`config.mk`:
```
export PLATFORM = sky130hd
export DESIGN_NAME = length_prefixed_packet_deframer_core
export DESIGN_NICKNAME = d
export VERILOG_FILES = /design/src/hw/rtl/lppd_pkg.sv /design/src/hw/rtl/length_prefixed_packet_deframer_core.sv /design/src/hw/rtl/lppd_parser.sv
export SDC_FILE = /design/constraint.sdc
export NUM_CORES = 1
export LEC_CHECK = 0
export ABC_AREA = 1
export BUFFER_PORTS_ARGS = -buffer_cell sky130_fd_sc_hd__clkbuf_2
export CELL_PAD_IN_SITES_DETAIL_PLACEMENT = 0
export CELL_PAD_IN_SITES_GLOBAL_PLACEMENT = 1
export CORE_MARGIN = 4
export CORE_UTILIZATION = 46
export CTS_BUF_LIST = sky130_fd_sc_hd__clkbuf_16
export DETAILED_ROUTE_END_ITERATION = 12
export HOLD_SLACK_MARGIN = 0.08
export PLACE_DENSITY_LB_ADDON = 0.1
export SYNTH_ARGS = -nofsm -noshare
export SYNTH_HDL_FRONTEND = slang
export SYNTH_SLANG_ARGS = --single-unit
```
`constraint.sdc`:
```
create_clock -name clk -period 3.3 [get_ports clk]
set_input_delay 0.33 -clock clk [delete_from_list [all_inputs] [get_ports clk]]
set_output_delay 0.33 -clock clk [all_outputs]
set_load 0.02 [all_outputs]
```
`src/hw/rtl/lppd_pkg.sv`:
```
// ----------------------------------------------------------------------------
// lppd_pkg: shared types and constants
// Codes, start bytes, parser phases and the config/result structs used by the
// length-prefixed packet deframer.
// ----------------------------------------------------------------------------
package lppd_pkg;

	localparam int unsigned BYTE_W = 8;
	localparam int unsigned LEN_W  = 16;
	localparam int unsigned CNT_W  = 16;

	// start codes
	localparam logic [BYTE_W-1:0] SOF_SHORT_A = 8'hC1;
	localparam logic [BYTE_W-1:0] SOF_LONG_A  = 8'hC2;
	localparam logic [BYTE_W-1:0] SOF_SHORT_B = 8'hC3;
	localparam logic [BYTE_W-1:0] SOF_LONG_B  = 8'hC4;

	localparam logic [LEN_W-1:0] HDR_LEN_SHORT = 16'd2;
	localparam logic [LEN_W-1:0] HDR_LEN_LONG  = 16'd3;
	localparam logic [CNT_W-1:0] CNT_MAX       = 16'hFFFF;

	typedef enum logic [1:0] {
		OP_BYTE    = 2'd0,
		OP_TICK    = 2'd1,
		OP_RESTART = 2'd2
	} op_t;

	typedef enum logic [2:0] {
		ST_OK     = 3'd0,
		ST_HEADER = 3'd1,
		ST_SIZE   = 3'd2,
		ST_FLOOD  = 3'd3,
		ST_HALTED = 3'd4
	} status_t;

	typedef enum logic [3:0] {
		PH_START = 4'b0001,
		PH_LEN1  = 4'b0010,
		PH_LEN2  = 4'b0100,
		PH_BODY  = 4'b1000
	} phase_t;

	// configuration register indexes
	localparam logic CFG_MAX_FRAMES  = 1'b0;
	localparam logic CFG_FLOOD_EXEMPT = 1'b1;

	typedef struct packed {
		logic [CNT_W-1:0] max_frames_per_second;
		logic             flood_exempt;
	} cfg_t;

	typedef struct packed {
		logic [BYTE_W-1:0] byte_out;
		logic              in_frame;
		logic              frame_first;
		logic              frame_last;
		status_t           status;
	} result_t;

endpackage

```
`src/hw/rtl/length_prefixed_packet_deframer_core.sv`:
```
// ----------------------------------------------------------------------------
// length_prefixed_packet_deframer_core: byte stream to frame deframer
// Cuts received bytes into length-prefixed frames with first/last marks,
// header, size and flood checks, and a halt-until-restart error policy.
// ----------------------------------------------------------------------------
// One beat in, one beat out. A beat is taken every cycle when the output
// side keeps up; each beat passes the input register, then the result
// register. The parse state and frame counter are updated by a single pass
// of compare/count logic between the two registers, so back-to-back beats
// see each other's state with no bubble. Input tuser carries the operation
// (byte, tick, restart); the byte itself is in tdata. Every accepted beat
// yields exactly one output beat, including ticks and restarts (data 0).
// Start codes C1/C3 take a one-byte length, C2/C4 a two-byte big-endian
// length; the length counts the header. Any header, size or flood error
// halts the block until a restart beat. Configuration (flood limit, exempt
// flag) may be written only while no beat is in flight.
// ----------------------------------------------------------------------------
module length_prefixed_packet_deframer_core
	import lppd_pkg::*;
#(
	parameter int unsigned BUFFER_BYTES = 8192
) (
	input  logic        clk,
	input  logic        arst_n,
	// input stream
	input  logic        s_axis_tvalid,
	output logic        s_axis_tready,
	input  logic [7:0]  s_axis_tdata,   // [7:0] data_byte
	input  logic [1:0]  s_axis_tuser,   // [1:0] operation
	// output stream
	output logic        m_axis_tvalid,
	input  logic        m_axis_tready,
	output logic [7:0]  m_axis_tdata,   // [7:0] byte_out
	output logic        m_axis_tlast,   // frame_last
	output logic [4:0]  m_axis_tuser,   // [0] in_frame, [1] frame_first, [4:2] status
	// configuration writes
	input  logic        cfg_valid,
	output logic        cfg_ready,
	input  logic        cfg_index,
	input  logic [15:0] cfg_data
);

	// input register
	logic              v_s1;
	op_t               op_s1;
	logic [BYTE_W-1:0] byte_s1;

	// result register
	logic              v_s2;
	result_t           res_s2;

	cfg_t              cfg_q;
	result_t           res;
	logic              advance;
	logic              step;

	// result slot is free or draining this cycle
	assign advance       = !v_s2 || m_axis_tready;
	assign step          = v_s1 && advance;
	assign s_axis_tready = !v_s1 || advance;
	assign cfg_ready     = 1'b1;

	always_ff @(posedge clk or negedge arst_n) begin
		if (!arst_n) begin
			cfg_q.max_frames_per_second <= CNT_MAX;
			cfg_q.flood_exempt          <= 1'b0;
		end else if (cfg_valid) begin
			case (cfg_index)
				CFG_MAX_FRAMES:   cfg_q.max_frames_per_second <= cfg_data;
				CFG_FLOOD_EXEMPT: cfg_q.flood_exempt          <= cfg_data[0];
				default: begin
				end
			endcase
		end
	end

	// stage 1: capture the incoming beat
	always_ff @(posedge clk or negedge arst_n) begin
		if (!arst_n) begin
			v_s1 <= 1'b0;
		end else if (s_axis_tready) begin
			v_s1 <= s_axis_tvalid;
		end
	end

	always_ff @(posedge clk) begin
		if (s_axis_tready && s_axis_tvalid) begin
			op_s1   <= op_t'(s_axis_tuser);
			byte_s1 <= s_axis_tdata;
		end
	end

	lppd_parser #(
		.BUFFER_BYTES(BUFFER_BYTES)
	) u_parser (
		.clk       (clk),
		.arst_n    (arst_n),
		.step      (step),
		.op        (op_s1),
		.data_byte (byte_s1),
		.cfg       (cfg_q),
		.res       (res)
	);

	// stage 2: hold the result until the sink takes it
	always_ff @(posedge clk or negedge arst_n) begin
		if (!arst_n) begin
			v_s2 <= 1'b0;
		end else if (advance) begin
			v_s2 <= v_s1;
		end
	end

	always_ff @(posedge clk) begin
		if (step) begin
			res_s2 <= res;
		end
	end

	assign m_axis_tvalid = v_s2;
	assign m_axis_tdata  = res_s2.byte_out;
	assign m_axis_tlast  = res_s2.frame_last;
	assign m_axis_tuser  = {res_s2.status, res_s2.frame_first, res_s2.in_frame};

endmodule

```
`src/hw/rtl/lppd_parser.sv`:
```
// ----------------------------------------------------------------------------
// lppd_parser: frame parser and flood counter
// Holds the parse state, frame count and halt flag; computes one result per
// step and updates its state on the same edge.
// ----------------------------------------------------------------------------
module lppd_parser
	import lppd_pkg::*;
#(
	parameter int unsigned BUFFER_BYTES = 8192
) (
	input  logic              clk,
	input  logic              arst_n,
	input  logic              step,
	input  op_t               op,
	input  logic [BYTE_W-1:0] data_byte,
	input  cfg_t              cfg,
	output result_t           res
);

	localparam logic [LEN_W-1:0] BUF_LIM = LEN_W'(BUFFER_BYTES);

	phase_t            phase_q, phase_d;
	logic              long_q, long_d;
	logic [LEN_W-1:0]  len_q, len_d;
	logic [LEN_W-1:0]  seen_q, seen_d;
	logic [CNT_W-1:0]  count_q, count_d;
	logic              halted_q, halted_d;

	logic [CNT_W-1:0]  close_cnt;
	logic              flood;
	logic [LEN_W-1:0]  len_short;
	logic [LEN_W-1:0]  len_long;
	logic              short_bad;
	logic              long_bad;
	logic [LEN_W-1:0]  seen_inc;
	logic              is_sof;
	logic              is_long_sof;

	// saturating count of the frame being closed
	assign close_cnt = (count_q == CNT_MAX) ? count_q : count_q + CNT_W'(1);
	assign flood     = !cfg.flood_exempt && (close_cnt >= cfg.max_frames_per_second);

	assign len_short = {{(LEN_W-BYTE_W){1'b0}}, data_byte};
	assign len_long  = {len_q[LEN_W-1:BYTE_W], data_byte};
	assign short_bad = (len_short == '0) || (len_short < HDR_LEN_SHORT) ||
		(len_short > BUF_LIM);
	assign long_bad  = (len_long == '0) || (len_long < HDR_LEN_LONG) ||
		(len_long > BUF_LIM);
	assign seen_inc  = seen_q + LEN_W'(1);

	assign is_long_sof = (data_byte == SOF_LONG_A) || (data_byte == SOF_LONG_B);
	assign is_sof      = is_long_sof || (data_byte == SOF_SHORT_A) ||
		(data_byte == SOF_SHORT_B);

	always_comb begin
		res          = '0;
		res.status   = ST_OK;
		phase_d      = phase_q;
		long_d       = long_q;
		len_d        = len_q;
		seen_d       = seen_q;
		count_d      = count_q;
		halted_d     = halted_q;
		if (step) begin
			case (op)
				OP_TICK: begin
					count_d    = '0;
					res.status = halted_q ? ST_HALTED : ST_OK;
				end
				OP_RESTART: begin
					phase_d  = PH_START;
					long_d   = 1'b0;
					len_d    = '0;
					seen_d   = '0;
					count_d  = '0;
					halted_d = 1'b0;
				end
				OP_BYTE: begin
					if (halted_q) begin
						res.status = ST_HALTED;
					end else begin
						res.byte_out = data_byte;
						case (phase_q)
							PH_START: begin
								if (is_sof) begin
									long_d          = is_long_sof;
									seen_d          = LEN_W'(1);
									len_d           = '0;
									phase_d         = PH_LEN1;
									res.in_frame    = 1'b1;
									res.frame_first = 1'b1;
								end else begin
									res.status = ST_HEADER;
									halted_d   = 1'b1;
								end
							end
							PH_LEN1: begin
								res.in_frame = 1'b1;
								seen_d       = LEN_W'(2);
								if (long_q) begin
									len_d   = {data_byte, {(LEN_W-BYTE_W){1'b0}}};
									phase_d = PH_LEN2;
								end else begin
									len_d = len_short;
									if (short_bad) begin
										res.status = ST_SIZE;
										halted_d   = 1'b1;
									end else if (len_short == HDR_LEN_SHORT) begin
										res.frame_last = 1'b1;
									end else begin
										phase_d = PH_BODY;
									end
								end
							end
							PH_LEN2: begin
								res.in_frame = 1'b1;
								seen_d       = LEN_W'(3);
								len_d        = len_long;
								if (long_bad) begin
									res.status = ST_SIZE;
									halted_d   = 1'b1;
								end else if (len_long == HDR_LEN_LONG) begin
									res.frame_last = 1'b1;
								end else begin
									phase_d = PH_BODY;
								end
							end
							default: begin
								res.in_frame = 1'b1;
								seen_d       = seen_inc;
								if (seen_inc >= len_q) begin
									res.frame_last = 1'b1;
								end
							end
						endcase
						// frame complete: reset parser, count it, check flood
						if (res.frame_last) begin
							phase_d = PH_START;
							long_d  = 1'b0;
							len_d   = '0;
							seen_d  = '0;
							count_d = close_cnt;
							if (flood) begin
								halted_d   = 1'b1;
								res.status = ST_FLOOD;
							end
						end
					end
				end
				default: begin
					res.status = halted_q ? ST_HALTED : ST_OK;
				end
			endcase
		end
	end

	always_ff @(posedge clk or negedge arst_n) begin
		if (!arst_n) begin
			phase_q  <= PH_START;
			long_q   <= 1'b0;
			len_q    <= '0;
			seen_q   <= '0;
			count_q  <= '0;
			halted_q <= 1'b0;
		end else begin
			phase_q  <= phase_d;
			long_q   <= long_d;
			len_q    <= len_d;
			seen_q   <= seen_d;
			count_q  <= count_d;
			halted_q <= halted_d;
		end
	end

`ifndef SYNTHESIS
	a_error_halts: assert property (@(posedge clk) disable iff (!arst_n)
		step && (res.status == ST_HEADER || res.status == ST_SIZE ||
		res.status == ST_FLOOD) |=> halted_q)
		else $error("error status without halt");

	a_halted_quiet: assert property (@(posedge clk) disable iff (!arst_n)
		step && halted_q && op == OP_BYTE |->
		res.status == ST_HALTED && !res.in_frame && res.byte_out == '0)
		else $error("byte processed while halted");

	a_last_rearms: assert property (@(posedge clk) disable iff (!arst_n)
		step && res.frame_last |=> phase_q == PH_START && seen_q == '0)
		else $error("parser not rearmed after frame end");

	a_restart_clears: assert property (@(posedge clk) disable iff (!arst_n)
		step && op == OP_RESTART |=> !halted_q && count_q == '0)
		else $error("restart did not clear state");
`endif

endmodule
```
==> metrics list, run 1 <==
- Clk pwr share: 0.328
- At the end of routability-driven placement, the weighted congestion stood at 0.8968.
- Total track usage: 0.1848
* Number of CTS-inserted buffers: 9
- Period Utilization, post-route: 0.9288
- The root buffer cell chosen for the clock tree is sky130_fd_sc_hd__clkbuf_16.
- Critical path class: flop to flop
- Number of top-level pins: 49
- Dividing the detail-routed wire length by the instance count gives 13.85 µm.
* Cell area after synthesis: 0.005741 mm²
* Clock slew at the register clock pins of the worst setup and hold paths: 0.07 ns
- The floorplan step defined a core boundary enclosing 0.01211 mm².
- DRC: 0
* Clock Latency Late Sink: 0.35 ns
- Max-cap violations in this run came to 0.
* Biggest fanout along the worst timing path: 10
* Buffers added on ports: 47
- The die is 119.7 µm tall.
* Num rows: 40
- Last element of the critical path: u_parser.len_q[0]
- Summed over all layers, the global routing overflow is 0.
- STA classifies the critical path startpoint as a flop.
* Worst-case reg-to-reg path depth: 19
- Number of buffers inserted by hold repair at cts: 0
- Clock tree from TritonCTS: done
* Antenna violations before repair: 0
* Drt total wl: 12710 µm
- After the last flow step, the layout net total stands at 811.
* Final antenna-violating net count: 0
- Of the total power, registers draw 0.417.
- Detailed router's first-iteration violation count: 351
- STA puts the critical path data arrival time at 3.35 ns.
- Count of placed standard cells including taps: 898
- WHS: 0.1282 ns
* FF-to-FF Start: u_parser.seen_q[0]
- Global-route wire length before repair: 21230 µm
* Final count of hold timing violations: 0
- Largest net degree at the start of global routing: 74
- Synthesis inferred 97 register bits.
- Number of detailed-route iterations in the first pass: 6
- The internal power of the cells totals 0.002315 W.
- Number of sinks on the clock net: 97
* Number of global-route vias before repair: 4470
- Cell repeated most along the worst path: sky130_fd_sc_hd__nand3_1
- Total leakage power: 3.207 nW
- Counting along the longest clock path gives a buffer depth of 2.
- Critical-path cell list: ha_1 -> nand3_1 -> nor3_2 -> nand3_1 -> nor3_2 -> nand3_1 -> xor2_1 -> ha_1 -> nand3_1 -> nor2_1 -> nand2_1 -> nand3_2 -> nor2_4 -> nand2_2 -> nand2_8 -> o21ai_2 -> nor2_4 -> nand3_1 -> nand2_1
* Reported net switching power: 0.001129 W
- Die Area: 0.01433 mm²
- IR analysis of the VDD net gives a maximum drop of 0.3143 mV.
- Leaving out filler cells and counting taps, the final layout contains 918.
* Count of buffer and inverter cells on the critical path: 0
* Number of gates on the worst path with buffers counted: 19
* Total power density per cell area: 523.7 mW/mm²
- The worst register-to-register path ends at u_parser.len_q[0].
* Seq/Total Area, Yosys: 0.4475
- H-tree depth: 3
- Of the cells placed in the final design, the portion with a size suffix greater than 1 is 0.1960.
- STA classifies the critical path endpoint as a flop.
- For this run, the top clock speed supported by timing is 0.3262 GHz.
- Headroom to the max-slew limit: 0.3611
* Required @ worst endpoint: 3.58 ns
* Switching fraction of total power: 0.3278
- Final slew viol count: 0
* Relative contribution of combinational cells to total power: 0.256
* Yosys synthesis warning count: 0
- Synth cell types: 43
- Number of nets in the synthesized netlist: 753
- Once detailed placement completed, the half-perimeter wirelength came to 9566 µm.
* Critical path's top delay family: simple AND/OR/NAND/NOR gates
* Register-to-register setup slack: 0.23 ns
* Horizontal die dimension: 119.7 µm
* Final number of setup-violating endpoints: 0
* Initial Util: 0.4740
* Fin crit period: 3.065 ns
* Final worst clock skew: 0.007254 ns
- For the pin with the worst max-slew slack, the measured transition is 0.9583 ns.
- Max stage delay cell, worst path: sky130_fd_sc_hd__dfrtp_1
- 0 antenna diodes ended up in the layout.
- Layout overhead on the synthesized area: 14.54%
- The min-delay analysis places its worst path in the category primary input to asynchronous set/reset pin.
- On the worst path, the slowest cell contributes a delay of 0.40 ns.
- Synthesized area divided by synthesized cell count: 8.356 µm²
* Vias per cell: 4.929
- The critical path starts at u_parser.seen_q[0].
- Total via count after detailed routing: 4525
* Status: finished, final reports clean
* Post-synthesis instance total: 687
==> metal layers <==
layer	up-vias	global-route usage	share of wire
met3	15	0.04383	0.028
met4	0	0.05225	0.016
li1	2328	-	-
met2	56	0.3319	0.52
met1	2126	0.2205	0.43
met5	-	0	0
==> cell usage after synthesis (all sizes together) <==
cell	instances	area [µm²]
a211oi	1	7.510
nor4	6	37.54
o21ai	42	259.0
nand4	5	31.28
o22ai	1	6.260
dfstp	17	446.7
buf	8	72.57
a21boi	1	7.510
and2	1	6.260
nor2	68	317.8
ha	34	425.4
nand3	43	235.2
inv	110	417.9
nor3	19	132.6
conb	1	3.750
nand3b	2	15.01
a31oi	3	18.77
dfrtp	56	1401
xnor2	1	8.760
nand2	176	720.7
edfxtp	24	720.7
o21bai	2	15.01
a21oi	35	175.2
clkbuf	2	7.510
o21a	1	7.510
xor2	22	192.7
a21o	1	7.510
o31ai	1	7.510
a22o	4	35.03
==> final cells by class <==
| cell class | instances | area [µm²] |
|---|---|---|
| Fill cell | 1184 | 5537 |
| Sequential cell | 97 | 2569 |
| Clock inverter | 7 | 95.09 |
| Inverter | 110 | 420.4 |
| Multi-Input combinational cell | 470 | 2718 |
| Clock buffer | 9 | 225.2 |
| Timing Repair Buffer | 57 | 337.8 |
| Tap cell | 168 | 210.2 |
==> power groups by stage <==
stage | combinational, W | clock (W) | sequential, W
after global routing | 0.000985 | 0.00121 | 0.00145
after floorplan | 0.000583 | 0 | 0.00148
after global placement | 0.000825 | 0 | 0.00146
after detailed placement | 0.000841 | 0 | 0.00146
final | 0.000880 | 0.00113 | 0.00143
after CTS | 0.000847 | 0.00117 | 0.00144
==> cell usage in the layout (no fill, tap or decap), drive strengths merged, types with 2 or more instances in the layout <==
cell      synthesis  final
nand2           176    176
inv             110    110
nor2             68     68
dfrtp            56     56
clkbuf            2     55
nand3            43     43
o21ai            42     42
a21oi            35     35
ha               34     34
edfxtp           24     24
xor2             22     22
nor3             19     19
dfstp            17     17
buf               8     11
nor4              6      6
nand4             5      5
a22o              4      4
clkinvlp          0      4
a31oi             3      3
nand3b            2      2
o21bai            2      2
bufinv            0      2
==> kinds of logic (layout without fill, tap and decap cells) <==
group / Yosys count / after routing / synth area share
DFF: 97 / 97 / 0.4475
other: 1 / 1 / 0.0006533
and+or+nand+nor: 320 / 320 / 0.2607
xor gates and xnor gates: 23 / 23 / 0.03509
buffers and inverters: 120 / 183 / 0.08675
adders and majority gates: 34 / 34 / 0.07411
AOI/OAI and AO/OA: 92 / 92 / 0.09525
==> worst register-to-register path, cell delays in order, from the launching register on <==
cell and delay [ns]:
sky130_fd_sc_hd__dfrtp_1 0.40, sky130_fd_sc_hd__ha_1 0.21, sky130_fd_sc_hd__nand3_1 0.12, sky130_fd_sc_hd__nor3_2 0.17, sky130_fd_sc_hd__nand3_1 0.17, sky130_fd_sc_hd__nor3_2 0.21
sky130_fd_sc_hd__nand3_1 0.12, sky130_fd_sc_hd__xor2_1 0.20, sky130_fd_sc_hd__ha_1 0.27, sky130_fd_sc_hd__nand3_1 0.13, sky130_fd_sc_hd__nor2_1 0.06, sky130_fd_sc_hd__nand2_1 0.07
sky130_fd_sc_hd__nand3_2 0.09, sky130_fd_sc_hd__nor2_4 0.11, sky130_fd_sc_hd__nand2_2 0.09, sky130_fd_sc_hd__nand2_8 0.12, sky130_fd_sc_hd__o21ai_2 0.09, sky130_fd_sc_hd__nor2_4 0.20
sky130_fd_sc_hd__nand3_1 0.11, sky130_fd_sc_hd__nand2_1 0.08
==> worst min path at each step <==
stage                            from                  end
floorplan                      arst_n             cfg_q[0]
global placement    u_parser.len_q[5]    u_parser.len_q[5]
detailed placement  u_parser.len_q[2]    u_parser.len_q[2]
CTS                   s_axis_tdata[2]           byte_s1[2]
global route          s_axis_tdata[1]           byte_s1[1]
finish                         arst_n  u_parser.seen_q[14]
==> sequential cells by signal, indices dropped and copies added (netlist names), 4 cells and up <==
signal / cells
byte_s1: 8
u_parser.phase_q: 4
u_parser.seen_q: 16
u_parser.count_q: 16
m_axis_tuser: 5
u_parser.len_q: 16
m_axis_tdata: 8
cfg_q: 17
==> through the flow <==
step	total power [W]	setup TNS [ns]	setup slack (ns)	cell area [µm²]	utilization
floorplan	0.002067	0	0.4063	5741	-
global placement	0.002280	0	0.2416	6166	0.5091
detailed placement	0.002299	0	0.1658	6166	0.5091
CTS	0.003449	0	0.1272	6486	0.5355
global route	0.003644	-0.5423	-0.04190	6575	0.5429
finish	0.003444	0	0.2348	6575	0.5429
==> what timing repair did <==
action | in CTS | in global routing
resized for setup | 0 | 10
buffers inserted | 0 | 4
endpoints found under the hold margin | 0 | 0
setup endpoints to repair | 0 | 54
Power figures use the tool's default switching activity.
==> inputs of run 2 (changes only) <==
Settings changed: BUFFER_PORTS_ARGS -buffer_cell sky130_fd_sc_hd__clkbuf_2 to -buffer_cell sky130_fd_sc_hd__buf_2.
==> run 2 against run 1 <==
  * Register-to-register slack about the same
  * First-iteration DRC count decreased by 27%
  * Critical endpoint is now m_axis_tuser[2]
  * Die area unchanged
  * Final cell count increased by 0.44%
  * Fmax about the same
  * Via count increased by 1.4%
  * Clock power decreased by 11%
  * Cell area decreased by 0.19%
==> metrics list, run 2 (synthesis gave the netlist of run 1 again) <==
- The run finished with clean final reports.
* Total area of multi-input combinational cells: 0.002736 mm² (+0.69%)
* Detail Placement HPWL: 9873 µm (+3.2%)
- Most used cells in the layout excluding fill and tap cells: sky130_fd_sc_hd__nand2_1, sky130_fd_sc_hd__inv_1, sky130_fd_sc_hd__dfrtp_1
- Max stage delay cell, worst path: sky130_fd_sc_hd__dfrtp_1
* H-tree depth: 3 (unchanged)
- Final number of setup-violating endpoints: 0 (unchanged)
- Critical-path cell list: ha_1 -> nand3_2 -> nor2_4 -> and2_1 -> nand3b_1 -> nor2_2 -> inv_1 -> nand2_1 -> xor2_2 -> ha_1 -> nand3_1 -> nand2_1 -> a21oi_1 -> nand3_1 -> nand2_1 -> o21ai_0 -> nand2_1 -> inv_1
- Final count of hold timing violations: 0 (unchanged)
* Critical path class: flop to flop
* Count of placed standard cells including taps: 900 (+0.22%)
- The design area came to 0.006563 mm² (-0.19%).
- The max-slew violation count was 0 (unchanged).
- Number of gates on the worst path with buffers counted: 18 (-1)
- Tracing the worst setup path back leads to its startpoint at u_parser.count_q[1].
- Worst EP arrival: 3.19 ns (-0.16 ns)
* Die Area: 0.01433 mm² (unchanged)
- The number of nets in the finished design is 815 (+0.49%).
* Routed length per placed instance: 13.93 µm (+0.58%)
- The clock-pin slew on the worst setup and hold paths came to 0.07 ns (about the same).
- Headroom to the max-slew limit: 0.3844 (+0.02328)
- The via count of the first global-routing pass is 4700 (+5.1%).
* Post-route core utilization: 0.5418 (-0.001033)
* Hold Crit Endpoint: byte_s1[2]
- Initial Util: 0.4740 (unchanged)
- From synthesis to final layout, the design area changed by 14.32%.
- The largest net degree at the start of global routing came to 34 (-54%).
* Clock Latency Late Sink: 0.36 ns (about the same)
* Max capacitance violation total: 0 (unchanged)
- Start point of the worst min-delay path: s_axis_tdata[2]
- Final-layout setup total negative slack: 0 ns (unchanged)
* Commonest non-fill, non-tap cell in the layout: sky130_fd_sc_hd__nand2_1
- The cell row count was 40 (unchanged).
- The tightest min-delay check is of the primary input to flop type.
* Footprint of the flip-flops and latches: 0.002569 mm² (unchanged)
- The worst setup path is captured at a flop.
* Final antenna-violating net count: 0 (unchanged)
* Cell repeated most along the worst path: sky130_fd_sc_hd__nand2_1
* Register-to-register setup slack: 0.23 ns (about the same)
- The initial DRC count is 257 (-27%).
* Horizontal die dimension: 119.7 µm (unchanged)
- The number of diodes added for antenna fixing is 0 (unchanged).
* Period Utilization, post-route: 0.9293 (about the same)
- The global-route wire length before repair was 21820 µm (+2.8%).
- Largest Register: cfg_q
- Maximum buffer depth of the clock tree: 2 (unchanged)
- DRC: 0 (unchanged)
- Ratio of cells with drive above 1 in the final layout: 0.1976 (+0.001613)
* Worst-case reg-to-reg path depth: 18 (-1)
- FF-to-FF Start: u_parser.count_q[1]
- Die height: 119.7 µm (unchanged)
- The post-route non-filler standard cell count was 922 (+0.44%).
- Number of sinks on the clock net: 97 (unchanged)
- Vias per cell: 4.975 (+0.93%)
- The routed wire length was 12840 µm (+1.0%).
- Total core area: 0.01211 mm² (unchanged)
* Met3 track demand over resource in global routing: 0.02498 (-0.01885)
- Buffers added on ports: 47 (unchanged)
* Met2 demand-to-capacity share in global routing: 0.3404 (+0.008475)
* Biggest cell delay along the critical path: 0.37 ns (-0.03 ns)
- STA classifies the critical path startpoint as a flop.
- Peak Freq: 0.3261 GHz (about the same)
- The power density relative to cell area came to 507.4 mW/mm² (-3.1%).
- The global-route usage over all layers was 0.1893 (+0.004488).
- Fin crit period: 3.067 ns (+0.001593 ns)
- Critical path's top delay family: simple AND/OR/NAND/NOR gates
- Worst setup slack after placement: 0.09329 ns (-0.07252 ns)
- Total leakage power: 3.210 nW (about the same)
- Flip-flop count of the largest register after layout: 17 (unchanged)
* R2R Path End: m_axis_tuser[2]
- Biggest fanout along the worst timing path: 4 (-6)
- The leftover overflow at the end of global routing was 0 (unchanged).
* Worst VDD drop: 0.3317 mV (+5.6%)
- Clock tree root driver cell: sky130_fd_sc_hd__clkbuf_16
* Global routing's busiest layer: met2
- Tightest Pin Transition: 0.9212 ns (-0.03715 ns)
- The number of antenna violations at the first check in global routing is 0 (unchanged).
- The buffer and inverter count on the worst path is 2 (+2).
- Cell depth of the worst hold path: 1
- Total via count after detailed routing: 4587 (+1.4%)
* Fill count: 1183 (-0.084%)
- Routing usage on met1: 0.2275 (+0.006979)
- Setup slack of the critical path after layout: 0.2333 ns (-0.001593 ns)
- Cell area after placement: 0.006178 mm² (+0.20%)
- Placer's final routability congestion estimate: 0.8731 (-2.6%)
- The number of clock buffers inserted by TritonCTS was 9 (unchanged).
- Final worst clock skew: 0.006765 ns (-0.0004898 ns)
- Required @ worst endpoint: 3.42 ns (-0.16 ns)
* Number of top-level pins: 49 (unchanged)
- The number of search-and-repair iterations in the first detailed-routing pass is 4 (-2).
- TritonCTS built the clock tree.
[run 2: cell types whose count changed in the layout (fill, tap and decap cells not counted), sizes merged]
cell / before / now
clkinvlp: 4 / 3
buf: 11 / 59
nor2: 68 / 69
bufinv: 2 / 0
clkinv: 1 / 2
clkbuf: 55 / 9
dlygate4sd3: 0 / 1
inv: 110 / 112
[run 2: worst max path at each step]
stage / endpoint / slack, ns
floorplan: u_parser.count_q[11] / 0.41
global placement: u_parser.count_q[15] / 0.24
detailed placement: u_parser.count_q[15] / 0.09
CTS: u_parser.count_q[15] / 0.07
global route: u_parser.count_q[15] / -0.02
finish: m_axis_tuser[2] / 0.23
[run 2: timing repair]
| item | CTS | global route |
|---|---|---|
| setup endpoints to repair | 0 | 55 |
| buffers inserted | 0 | 4 |
| hold endpoints to repair | 15 | 0 |
| resized for setup | 0 | 12 |
| hold buffers | 1 | 0 |
[run 2: cell type report]
| type | instances | area share |
|---|---|---|
| clock inverters | 7 | 0.008198 |
| inverters | 110 | 0.06406 |
| flip-flops and latches | 97 | 0.3914 |
| multi-input cells | 471 | 0.4170 |
| well taps | 168 | 0.03203 |
| repair buffers | 60 | 0.05300 |
| clock buffers | 9 | 0.03432 |
[run 2: worst register-to-register path: stages (launching register included)]
cell	delay (ns)
sky130_fd_sc_hd__dfrtp_1	0.37
sky130_fd_sc_hd__ha_1	0.21
sky130_fd_sc_hd__nand3_2	0.13
sky130_fd_sc_hd__nor2_4	0.15
sky130_fd_sc_hd__and2_1	0.19
sky130_fd_sc_hd__nand3b_1	0.14
sky130_fd_sc_hd__nor2_2	0.13
sky130_fd_sc_hd__inv_1	0.10
sky130_fd_sc_hd__nand2_1	0.12
sky130_fd_sc_hd__xor2_2	0.20
sky130_fd_sc_hd__ha_1	0.29
sky130_fd_sc_hd__nand3_1	0.11
sky130_fd_sc_hd__nand2_1	0.06
sky130_fd_sc_hd__a21oi_1	0.17
sky130_fd_sc_hd__nand3_1	0.09
sky130_fd_sc_hd__nand2_1	0.15
sky130_fd_sc_hd__o21ai_0	0.12
sky130_fd_sc_hd__nand2_1	0.07
sky130_fd_sc_hd__inv_1	0.04
[run 2: per-stage QoR]
stage	total power, W	hold slack [ns]
after floorplan	0.002067	0.03441
after CTS	0.003320	0.1339
after global placement	0.002281	0.4310
final	0.003330	0.1441
after detailed placement	0.002301	0.4403
after global routing	0.003539	0.1398
[run 2: power breakdown]
| group | switching [W] | internal, W |
|---|---|---|
| combinational | 0.000597 | 0.000288 |
| sequential | 0.0000639 | 0.00137 |
| clock | 0.000495 | 0.000517 |
| total | 0.00116 | 0.00217 |
[run 2: metal layers]
layer  wire length [µm]  vias up
met5                  0        -
met4                311        0
met3                276       21
met2               6732       45
met1               5521     2184
li1                   -     2337
==> inputs of run 3 (changes only) <==
Settings changed: CORE_UTILIZATION 46 to 49, SLEW_MARGIN set to 5, SYNTH_HIERARCHICAL set to 1.
Clock period 3.3 ns to 3.8 ns, I/O delays scaled along.
==> run 3 against run 2 <==
  * Sequential power is 15% lower
  * Final cell count up 0.98%
  * Non-clock buffer count is 10 lower
  * Total power down 21%
  * First-iteration DRC count rose by 25%
  * Wire length decreased by 1.4%
  * Register-to-register slack improved by 0.06 ns
  * Clock skew up 0.0012 ns
  * Highest routed layer unchanged
  * Critical endpoint is now u_parser/len_q[1]
  * Combinational power is 36% lower
  * Cell area down 1.3%
  * Global-route usage increased by 0.93 points
  * Via count increased by 2.8%
==> metrics list, run 3 <==
* Initial Util: 0.5056 (+0.03160)
- The final number of setup-violating endpoints is 0 (unchanged).
- Seq/Total Area, Yosys: 0.4393 (-0.008139)
- Post-CTS Repair Setup Buffers: 0 (unchanged)
* Total core area: 0.01156 mm² (-4.5%)
* Most used standard cell by instance count after synthesis: sky130_fd_sc_hd__nand2_1
- The via count of the first global-routing pass came to 4329 (-7.9%).
* Die height: 117.2 µm (-2.1%)
- The total of flip-flops plus latches after synthesis is 97 (unchanged).
- The flow ran to the end, and the final reports show no timing, DRC or antenna violations.
- The count of vias placed by the detailed router came to 4714 (+2.8%).
* Largest cells by area after synthesis: sky130_fd_sc_hd__dfrtp_1, sky130_fd_sc_hd__nand2_1, sky130_fd_sc_hd__edfxtp_1
- The flip-flop count of the largest register, all copies and words added came to 17 (unchanged).
* Library cell with the largest summed area after synthesis: sky130_fd_sc_hd__dfrtp_1
- Routed length per placed instance: 13.60 µm (-2.4%)
- Kind of start point of the critical path: flop
* Global-route wire length before repair: 21230 µm (-2.7%)
- Top cell types by occurrence after synthesis: sky130_fd_sc_hd__nand2_1, sky130_fd_sc_hd__inv_1, sky130_fd_sc_hd__nor2_1
- The area of the die was 0.01374 mm² (-4.1%).
* Worst VDD drop: 0.2895 mV (-13%)
- Clock Latency Late Sink: 0.34 ns (-0.02 ns)
* Ratio of cells with drive above 1 in the final layout: 0.1548 (-0.04279)
* Total leakage power: 3.353 nW (+4.5%)
- The post-synth net total came to 799 (+6.1%).
* Peak Freq: 0.2850 GHz (-13%)
- Async S/R FF share, synth: 0.7526 (unchanged)
- Final count of hold timing violations: 0 (unchanged)
- The estimated wirelength of the detail-placed design is 9844 µm (-0.30%).
* Detailed router's first-iteration violation count: 320 (+25%)
- Headroom to the max-slew limit: 0.5896 (+0.2052)
- The instance area after placement was 0.006190 mm² (+0.18%).
- The final cycle utilization of the critical path came to 0.9235 (-0.005849).
- Synthesized area divided by synthesized cell count: 7.977 µm² (-4.5%)
* Number of detailed-route iterations in the first pass: 5 (+1)
- The number of clock buffers inserted by TritonCTS was 9 (unchanged).
- In the layout the commonest cells are sky130_fd_sc_hd__nand2_1, sky130_fd_sc_hd__inv_1, sky130_fd_sc_hd__nor2_1.
- Endpoint kind of the worst setup timing path: flop
- Final antenna-violating net count: 0 (unchanged)
* Commonest non-fill, non-tap cell in the layout: sky130_fd_sc_hd__nand2_1
* Post-route design area: 0.006477 mm² (-1.3%)
* Final nets: 849 (+4.2%)
- Setup repair after global routing left no endpoint under its margin.
- The netlist area before placement is 0.005847 mm² (+1.9%).
* Post-route core utilization: 0.5601 (+0.01826)
* Count of placed standard cells including taps: 914 (+1.6%)
- The DRC violation count after routing came to 0 (unchanged).
- In this run the worst hold path is classified as primary input to flop.
* H-tree depth: 3 (unchanged)
- The number of ports placed on the die boundary was 49 (unchanged).
- The maximum root-to-sink buffer count is 2 (unchanged).
- Largest Register: cfg_q
- Total track usage: 0.1986 (+0.009340)
- The power density relative to cell area is 405.8 mW/mm² (-20%).
- The cell row count is 39 (-2.5%).
* Max capacitance violation total: 0 (unchanged)
- Biggest fanout along the worst timing path: 9 (+5)
- The post-layout minimum cycle time came to 3.509 ns (+0.4424 ns).
- The max-slew violation count is 0 (unchanged).
- Final-layout setup total negative slack: 0 ns (unchanged)
* Final worst clock skew: 0.007934 ns (+0.001169 ns)
* Required @ worst endpoint: 4.06 ns (+0.64 ns)
- Drt total wl: 12660 µm (-1.4%)
- The final worst-path setup slack came to 0.2908 ns (+0.05757 ns).
* Yosys synthesis warning count: 6 (+6)
- The post-route non-filler standard cell count was 931 (+0.98%).
- The number of port buffers is 47 (unchanged).
- Number of sinks on the clock net: 97 (unchanged)
- The number of synthesized flops with an enable pin is 24 (unchanged).
* Post-synthesis instance total: 733 (+6.7%)
- The area growth from synthesis to layout is 10.79%.
- The transition time of the tightest slew-check pin was 0.6156 ns (-0.3056 ns).
* Clock tree root driver cell: sky130_fd_sc_hd__clkbuf_16
- In the synthesized netlist the dominant register cell turns out to be sky130_fd_sc_hd__dfrtp_1.
* Antenna violations before repair: 0 (unchanged)
- The leftover overflow at the end of global routing was 0 (unchanged).
- The data arrival time of the worst path is 3.77 ns (+0.58 ns).
- The average via count per standard cell came to 5.063 (+1.8%).
- The worst setup slack before clock tree synthesis is 0.3301 ns (+0.2368 ns).
- Placer's final routability congestion estimate: 0.8756 (+0.29%)
- Yosys top cell area share: 0.2397 (-0.004440)
* Horizontal die dimension: 117.2 µm (-2.1%)
- Synth cell types: 47 (+9.3%)
- The largest net degree at the start of global routing was 47 (+38%).
- The number of diodes added for antenna fixing came to 0 (unchanged).
- The worst setup path is of the flop to flop kind.
- TritonCTS built the clock tree.
- Clock slew at the register clock pins of the worst setup and hold paths: 0.07 ns (about the same)
[run 3: changes by cell type in the layout (fill, tap and decap cells not counted), sizes merged, moves of 5 or more]
cell	previous run	this run
inv	112	101
a21oi	35	16
o21ai	42	22
nand2	176	243
nand4	5	10
nand3	43	63
nor2	69	80
buf	59	49
nor3	19	10
[run 3: layout make-up]
cell class / instances / area [µm²]
Inverter: 101 / 384.1
Timing Repair Buffer: 50 / 260.3
Multi-Input combinational cell: 524 / 2808
Tap cell: 143 / 178.9
Sequential cell: 97 / 2569
Fill cell: 1093 / 5087
Clock buffer: 9 / 225.2
Clock inverter: 7 / 52.55
[run 3: logic make-up (layout without fill, tap and decap cells)]
kind of cell,count (synthesis),count (layout),synth area share
xor+xnor,24,24,0.03595
other cells,1,1,0.0006414
flops,97,97,0.4393
simple gates,416,416,0.3223
compound gates,49,49,0.04858
fa+ha+maj,34,34,0.07276
buf+inv,112,167,0.08046
[run 3: what timing repair did]
action	CTS	global route
hold endpoints to repair	11	0
resized for setup	0	0
hold buffers	1	0
[run 3: worst paths after layout]
path / startpoint / endpoint / slack (ns) / depth (start not counted)
max: u_parser/seen_q[0] / u_parser/len_q[1] / 0.29 / 16
min: s_axis_tdata[5] / byte_s1[5] / 0.21 / 1
max reg2reg: u_parser/seen_q[0] / u_parser/len_q[1] / 0.29 / 16
min reg2reg: cfg_q[7] / cfg_q[7] / 0.46 / 2
max in group asynchronous: arst_n / u_parser/halted_q / 2.19 / 3
min in group asynchronous: arst_n / u_parser/count_q[12] / 0.59 / 2
[run 3: per-stage QoR]
stage | hold WS, ns | total power, W
2_1_floorplan | 0.08441 | 0.001649
3_3_place_gp | 0.4256 | 0.001794
4_1_cts | 0.1928 | 0.002660
5_1_grt | 0.1984 | 0.002787
3_5_place_dp | 0.4302 | 0.001802
6_report | 0.2088 | 0.002629
[run 3: layer usage]
layer,share of wire,global-route usage
met5,0,0
met2,0.40,0.2719
met4,0.015,0.06575
met1,0.54,0.3196
met3,0.042,0.02571
[run 3: worst max-delay path, stage by stage (launching register included)]
cell and delay, ns:
sky130_fd_sc_hd__dfrtp_1 0.43, sky130_fd_sc_hd__ha_1 0.23, sky130_fd_sc_hd__nand3_1 0.12, sky130_fd_sc_hd__nor3_2 0.19, sky130_fd_sc_hd__or3b_2 0.49, sky130_fd_sc_hd__xnor2_1 0.29
sky130_fd_sc_hd__ha_1 0.29, sky130_fd_sc_hd__nand2_1 0.10, sky130_fd_sc_hd__o21bai_1 0.12, sky130_fd_sc_hd__nand2_1 0.06, sky130_fd_sc_hd__a21oi_1 0.26, sky130_fd_sc_hd__nand4_4 0.18
sky130_fd_sc_hd__nand2_4 0.14, sky130_fd_sc_hd__nand2_4 0.11, sky130_fd_sc_hd__nor2_4 0.19, sky130_fd_sc_hd__nand3_1 0.13, sky130_fd_sc_hd__o21ai_0 0.10
[run 3: report_power, final]
| part | internal, W | switching [W] |
|---|---|---|
| Combinational | 0.000176 | 0.000393 |
| Sequential | 0.00116 | 0.0000517 |
| Clock | 0.000448 | 0.000400 |
